### config.mk
export PLATFORM = sky130hd
export DESIGN_NAME = dbi_ctrl
export DESIGN_NICKNAME = d
export VERILOG_FILES = /design/src/sv/dvbs2_bit_deinterleaver_macros.svh /design/src/sv/dbi_pkg.sv /design/src/sv/dbi_ctrl.sv
export SDC_FILE = /design/constraint.sdc
export NUM_CORES = 1
export LEC_CHECK = 0
export BUFFER_PORTS_ARGS = -buffer_cell sky130_fd_sc_hd__buf_2
export CAP_MARGIN = 10
export CORE_AREA = 2 2 39 41
export CTS_BUF_LIST = sky130_fd_sc_hd__clkbuf_16
export DETAILED_ROUTE_END_ITERATION = 10
export DIE_AREA = 0 0 41 43
export PLACE_DENSITY = 0.32
export SKIP_CTS_REPAIR_TIMING = 1
export SYNTH_ARGS = -nofsm -noshare
export SYNTH_HDL_FRONTEND = slang
export SYNTH_SLANG_ARGS = --single-unit
### constraint.sdc
create_clock -name clk -period 1.7 [get_ports clk]
set_input_delay 0.425 -clock clk [delete_from_list [all_inputs] [get_ports clk]]
set_output_delay 0.425 -clock clk [all_outputs]
set_load 0.05 [all_outputs]
### src/sv/dvbs2_bit_deinterleaver_macros.svh
// Assertion macros for the bit deinterleaver; clk and rst_n are taken from the caller's scope.
`ifndef DVBS2_BIT_DEINTERLEAVER_MACROS_SVH
`define DVBS2_BIT_DEINTERLEAVER_MACROS_SVH

`ifndef NO_ASSERTIONS

`define DBI_ASSERT_IMM(label, ante, cons) \
    label: assert property (@(posedge clk) disable iff (!rst_n) (ante) |-> (cons)) \
        else $error("dbi: assertion failed");

`define DBI_ASSERT_NXT(label, ante, cons) \
    label: assert property (@(posedge clk) disable iff (!rst_n) (ante) |=> (cons)) \
        else $error("dbi: assertion failed");

`else

`define DBI_ASSERT_IMM(label, ante, cons)

`define DBI_ASSERT_NXT(label, ante, cons)

`endif

`endif

### src/sv/dbi_pkg.sv
package dbi_pkg;

    localparam int FRAME_MAX_DEF = 64800;
    localparam int LEN_NORMAL    = 64800;
    localparam int LEN_SHORT     = 16200;

    localparam int CNT_W      = 17;
    localparam int ROW_W      = 15;
    localparam int COL_W      = 3;
    localparam int ADDR_W     = CNT_W + 2;
    localparam int VAL_W      = 8;
    localparam int MOD_W      = 2;
    localparam int CFG_IDX_W  = 2;
    localparam int CFG_DATA_W = 2;

    // register indexes
    localparam logic [CFG_IDX_W-1:0] CFG_MODULATION = 2'd0;
    localparam logic [CFG_IDX_W-1:0] CFG_SHORT      = 2'd1;
    localparam logic [CFG_IDX_W-1:0] CFG_RATE35     = 2'd2;
    localparam logic [CFG_IDX_W-1:0] CFG_DIRECTION  = 2'd3;

    // modulation codes
    localparam logic [MOD_W-1:0] MODE_QPSK   = 2'd0;
    localparam logic [MOD_W-1:0] MODE_8PSK   = 2'd1;
    localparam logic [MOD_W-1:0] MODE_16APSK = 2'd2;
    localparam logic [MOD_W-1:0] MODE_32APSK = 2'd3;

    localparam logic CMD_WRITE = 1'b0;
    localparam logic CMD_READ  = 1'b1;

    localparam logic STATUS_VALID     = 1'b0;
    localparam logic STATUS_NOT_READY = 1'b1;

    localparam logic DIR_DEINTERLEAVE = 1'b0;

    typedef struct packed {
        logic accept;
        logic mem_en;
        logic load_out;
    } dbi_cmd_t;

    typedef struct packed {
        logic has_result;
    } dbi_stat_t;

endpackage

### src/sv/dbi_ctrl.sv
module dbi_ctrl (
    input  logic               clk,
    input  logic               rst_n,
    input  logic               din_valid,
    output logic               din_ready,
    output logic               dout_valid,
    input  logic               dout_ready,
    input  dbi_pkg::dbi_stat_t stat,
    output dbi_pkg::dbi_cmd_t  cmd
);

    typedef enum logic [1:0] {
        S_IDLE,
        S_MEM,
        S_OUT
    } state_t;

    state_t state_reg, state_next;
    logic   out_valid_reg, out_valid_next;

    always_comb
    begin
        din_ready    = (state_reg == S_IDLE);
        cmd.accept   = din_ready && din_valid;
        cmd.mem_en   = (state_reg == S_MEM);
        cmd.load_out = (state_reg == S_OUT) && (!out_valid_reg || dout_ready);
    end

    always_comb
    begin
        state_next     = state_reg;
        out_valid_next = out_valid_reg && !dout_ready;
        case (state_reg)
            S_IDLE:
            begin
                if (din_valid)
                begin
                    state_next = S_MEM;
                end
            end
            S_MEM:
            begin
                state_next = stat.has_result ? S_OUT : S_IDLE;
            end
            S_OUT:
            begin
                // hold until the output register is free
                if (cmd.load_out)
                begin
                    out_valid_next = 1'b1;
                    state_next     = S_IDLE;
                end
            end
            default:
            begin
                state_next = S_IDLE;
            end
        endcase
    end

    always_ff @(posedge clk or negedge rst_n)
    begin
        if (!rst_n)
        begin
            state_reg     <= S_IDLE;
            out_valid_reg <= 1'b0;
        end
        else
        begin
            state_reg     <= state_next;
            out_valid_reg <= out_valid_next;
        end
    end

    assign dout_valid = out_valid_reg;

endmodule

==> results of run 1 <==
## power breakdown
group	switching, mW	internal [mW]	leakage [nW]	total [mW]
sequential	0.00716	0.0793	0.0393	0.0864
clock	0.0604	0.303	0.0423	0.363
combinational	0.0638	0.0279	0.0762	0.0917
total	0.131	0.410	0.158	0.541
## kinds of logic after synthesis
kind of cell     synth area share [%]
AO/OA/AOI/OAI                    6.04
AND/OR/NAND/NOR                  42.2
flip-flops                       51.7
## placed cells by master (no fill, tap or decap)
cell type	instances
sky130_fd_sc_hd__buf_2	9
sky130_fd_sc_hd__clkbuf_16	3
sky130_fd_sc_hd__dfrtp_1	3
sky130_fd_sc_hd__nor2_2	2
sky130_fd_sc_hd__nor2b_1	2
sky130_fd_sc_hd__nand2b_1	2
sky130_fd_sc_hd__and2_2	2
sky130_fd_sc_hd__nor2b_4	1
sky130_fd_sc_hd__a22o_1	1
sky130_fd_sc_hd__inv_1	1
sky130_fd_sc_hd__dlygate4sd3_1	1
## worst max-delay path: stages (launching register included)
cell	delay, ps
sky130_fd_sc_hd__dfrtp_1	430
sky130_fd_sc_hd__nor2_2	150
sky130_fd_sc_hd__and2_2	140
sky130_fd_sc_hd__buf_2	250
## final cells by class
cell class / instances / area (µm²) / area share [%]
Sequential cell: 3 / 75.1 / 24.7
Clock inverter: 1 / 3.75 / 1.23
Timing Repair Buffer: 10 / 55.1 / 18.1
Multi-Input combinational cell: 10 / 75.1 / 24.7
Clock buffer: 3 / 75.1 / 24.7
Tap cell: 16 / 20.0 / 6.58
## final timing paths
check	startpoint	endpoint	depth (start not counted)
worst min-delay path	stat	state_reg[1]	2
min in group asynchronous	rst_n	dout_valid	2
worst max register to register	state_reg[1]	state_reg[1]	2
max in group asynchronous	rst_n	state_reg[0]	2
worst max-delay path	state_reg[1]	cmd[2]	3
worst min register to register	state_reg[0]	dout_valid	2
## per-layer routing
layer	global-route usage [%]	wire length, µm
met1	5.79	156
met2	5.94	126
met3	7.85	77
met4	4.00	0
met5	0	0
==> flow_summary.yaml, run 1 <==
cts:
  cts.path.max_buffers: 2
  worst_setup_hold_path_clk_slew_ps: 30
  clock_tree.htree_level_count: 1
  clock_sink_count: 3
  cts_buffers: 3
  tritoncts: "yes"
  clockRootBuffer: "sky130_fd_sc_hd__clkbuf_16"
  worst_skew_pair.late_latency_ps: 220
sta:
  finClkSkew_ps: 3.64
  layout_setup_ws_ps: 83.4
  maxClockFrequency_ghz: 0.619
  layout_worst_path_cycle_share_pct: 95.1
  whs_ps: 431
  max_slew.worst_pin.slew_ps: 269
  timing_max_transition_violations_final: 0
  final-hold-violation-count: 0
  rsz0062_at_grt: "no"
  setup_viol: 0
  fin_tns_setup_ps: 0
  clock_period_minus_worst_slack_ps: 1620
  timing.slew.headroom_pct: 82.0
finish:
  layout.cell_area.non_filler_um2: 304
  layout-drive-gt1-share_pct: 63.0
  synthToLayoutAreaGrowth_pct: 109
  finish.utilization_pct: 22.0
  antenna_cells: 0
  finalNetCount: 33
  num-fill-cells: 154
  largest_register_ffs: 2
  final-instance-count-excl-fill: 43
die:
  io-pin-count: 10
  die_h_um: 43
  floorplan.rows: 14
  design.core.area_um2: 1380
  die-area_um2: 1760
  initial_utilization_pct: 10.5
  fp.dieW_um: 41
logic_synthesis:
  synth-seq-area-share_pct: 51.7
  synth_top_area_share_pct: 51.7
  synth_ff_type: "sky130_fd_sc_hd__dfrtp_1"
  synthesis.nets: 18
  synth_enable_flop_cells: 0
  netlist-cell-type-count: 7
  synth.avg_cell_area_um2: 11.2
  postSynthCellCount: 13
  yosys.area.top_type: "sky130_fd_sc_hd__dfrtp_1"
  async_reset_ff_share_pct: 100
  post-synth-top-count-cell: "sky130_fd_sc_hd__dfrtp_1"
  synth.cells.most_frequent: "sky130_fd_sc_hd__dfrtp_1, sky130_fd_sc_hd__and2_2, sky130_fd_sc_hd__nand2b_1, sky130_fd_sc_hd__nor2_1, sky130_fd_sc_hd__nor2b_1"
  ys.warnings.count: 0
  synth.area.top_cells: "sky130_fd_sc_hd__dfrtp_1, sky130_fd_sc_hd__and2_2, sky130_fd_sc_hd__nor2b_4, sky130_fd_sc_hd__nand2b_1, sky130_fd_sc_hd__nor2b_1"
  synth.ff_latch_count: 3
  synthesis.area_um2: 145
drt:
  ant_nets: 0
  routed_wire_length_per_instance_um: 8.37
  drcViolationCount: 0
  drt_first_iter_violations: 3
  routed-via-count: 141
  dr.pass1.iters: 2
  route.final.wire_length_um: 360
  route.detailed.vias_per_inst: 3.28
place:
  portBuffers: 9
  pre_cts_ws_ps: 252
  detailed_place_hpwl_um: 247
  gpl.final_weighted_congestion: 0.610
  placed_cells: 38
  placement.cell_area_um2: 215
worst_setup_path:
  endpoint_kind: "output pin"
  critical_path_peak_fanout: 4
  r2r_slack_ps: 820
  critical_path_class: "reg -> out"
  required_ps: 1270
  timing.critical_path.arrival_ps: 1190
  startpoint_type: "flip-flop"
power:
  worst_ir_drop_vdd_v: 0.000784
  finalPower_uw: 541
  pwr_density_cell_nw_per_um2: 1780
  cellLeakagePower_nw: 0.158
global_routing:
  grt_start_max_net_pins: 5
  antenna_found_initial: 0
  number_of_global_route_vias_before_repair: 139
  grt.overflow.total: 0
  grt_first_pass_wirelength_um: 558
  grt_util_all_layers_pct: 5.82
status:
  run_status: "complete, no violations"
job:
  drv.max_cap_violation_count: 0
worst_hold_path:
  hold_path.class: "in -> reg"
(Power assumes the default switching activity.)
==> inputs of run 2 (changes only) <==
Settings changed: BUFFER_PORTS_ARGS -buffer_cell sky130_fd_sc_hd__buf_2 to -buffer_cell sky130_fd_sc_hd__clkbuf_2.
Clock period 1.7 ns to 1.85 ns, I/O delays scaled along.
==> run 2 against run 1 <==
  * Setup slack gained 99 ps
  * Global-route usage grew 0.10 points
  * Combinational power shrank 10%
  * Clock power shrank 7.2%
  * Wire length shrank 7.2%
  * Via count shrank 8.5%
  * First-iteration DRC count shrank 33%
  * Largest power group unchanged
==> flow_summary.yaml, run 2 (synthesis results as in run 1) <==
finish:
  layout-drive-gt1-share_pct: 65.4
  multi_input_combinational_cell_area_um2: 75.1
  mostFrequentLayoutCell: "sky130_fd_sc_hd__clkbuf_2"
  layout.cell_area.non_filler_um2: 294
  layout.cells.most_common_list: "sky130_fd_sc_hd__clkbuf_2, sky130_fd_sc_hd__clkbuf_16, sky130_fd_sc_hd__dfrtp_1"
  seqCellArea_um2: 75.1
  finalNetCount: 32
  synthToLayoutAreaGrowth_pct: 103
  largest_register_ffs: 2
  num-fill-cells: 147
  antenna_cells: 0
drt:
  drt_first_iter_violations: 2
  route.detailed.vias_per_inst: 3.07
  route.final.wire_length_um: 334
  ant_nets: 0
  dr.pass1.iters: 2
  routed-via-count: 129
  drcViolationCount: 0
  routed_wire_length_per_instance_um: 7.95
sta:
  finClkSkew_ps: 0.904
  layout_worst_path_cycle_share_pct: 90.1
  maxClockFrequency_ghz: 0.600
  final-hold-violation-count: 0
  clock_period_minus_worst_slack_ps: 1670
  fin_tns_setup_ps: 0
  rsz0062_at_grt: "no"
  timing.slew.headroom_pct: 81.5
  setup_viol: 0
  max_slew.worst_pin.slew_ps: 279
  timing_max_transition_violations_final: 0
  whs_ps: 32.2
  layout_setup_ws_ps: 183
worst_setup_path:
  critical_path_peak_fanout: 4
  startpoint_type: "flip-flop"
  timing.critical_path.arrival_ps: 1200
  reg2reg_depth: 2
  required_ps: 1390
  endpoint_kind: "output pin"
  critical_path_class: "reg -> out"
  r2r_slack_ps: 970
global_routing:
  grt_util_all_layers_pct: 5.92
  grt_start_max_net_pins: 5
  grt.overflow.total: 0
  antenna_found_initial: 0
  number_of_global_route_vias_before_repair: 143
  grt_first_pass_wirelength_um: 545
job:
  drv.max_cap_violation_count: 0
die:
  die-area_um2: 1760
  io-pin-count: 10
  die_h_um: 43
  floorplan.rows: 14
  design.core.area_um2: 1380
  initial_utilization_pct: 10.5
  fp.dieW_um: 41
power:
  seq_power_share_pct: 15.9
  power_report.internal_total_uw: 375
  pwr_density_cell_nw_per_um2: 1690
  cellLeakagePower_nw: 0.153
  power.clock.fraction_pct: 67.6
  power_frac_comb_pct: 16.5
  worst_ir_drop_vdd_v: 0.000482
  power.net_switching_uw: 123
  finalPower_uw: 498
  switching_share_pct: 24.6
cts:
  worst_skew_pair.late_latency_ps: 220
  cts.path.max_buffers: 2
  clock_tree.htree_level_count: 1
  tritoncts: "yes"
  worst_setup_hold_path_clk_slew_ps: 30
  clock_sink_count: 3
  cts_buffers: 3
  clockRootBuffer: "sky130_fd_sc_hd__clkbuf_16"
place:
  portBuffers: 9
  placement.cell_area_um2: 215
  pre_cts_ws_ps: 321
  gpl.final_weighted_congestion: 0.626
  detailed_place_hpwl_um: 247
status:
  run_status: "complete, no violations"
worst_hold_path:
  hold_path.class: "in -> async"
[run 2: worst paths after layout]
| path | endpoint | startpoint |
|---|---|---|
| min | dout_valid | rst_n |
| max in group asynchronous | state_reg[1] | rst_n |
| max reg2reg | state_reg[1] | state_reg[1] |
| min in group clk | state_reg[1] | stat |
| max | cmd[2] | state_reg[1] |
| min reg2reg | dout_valid | state_reg[1] |
[run 2: area by class of cell]
cell class,instances,area share [%]
clock buffer,3,25.5
clock inverter,1,1.28
multi-input combinational,10,25.5
tap,16,6.81
sequential,3,25.5
timing repair buffer,9,15.3
[run 2: per-stage QoR]
| stage | util, % | cells |
|---|---|---|
| after floorplan | - | 13 |
| after global placement | 15.6 | 38 |
| after detailed placement | 15.6 | 38 |
| after CTS | 21.2 | 42 |
| after global routing | 21.2 | 42 |
| final | 21.2 | 42 |
[run 2: power by group through the flow]
| stage | registers, mW | logic, mW | clock network, mW |
|---|---|---|---|
| floorplan | 0.0890 | 0.0545 | 0 |
| global placement | 0.0798 | 0.0824 | 0 |
| detailed placement | 0.0802 | 0.0825 | 0 |
| CTS | 0.0796 | 0.0827 | 0.348 |
| global route | 0.0808 | 0.0866 | 0.354 |
| finish | 0.0794 | 0.0821 | 0.337 |
[run 2: layer usage]
layer	share of wire [%]	wire length [µm]	vias to the layer above	GRT usage [%]
met1	49	165	50	6.11
met3	22	72	0	9.42
li1	-	-	67	-
met5	0	0	-	0
met2	28	95	12	5.00
met4	0	0	0	4.00
[run 2: worst max-delay path: stages (launching register included)]
cell,delay (ps)
sky130_fd_sc_hd__dfrtp_1,420
sky130_fd_sc_hd__nor2_2,150
sky130_fd_sc_hd__and2_2,140
sky130_fd_sc_hd__clkbuf_2,260
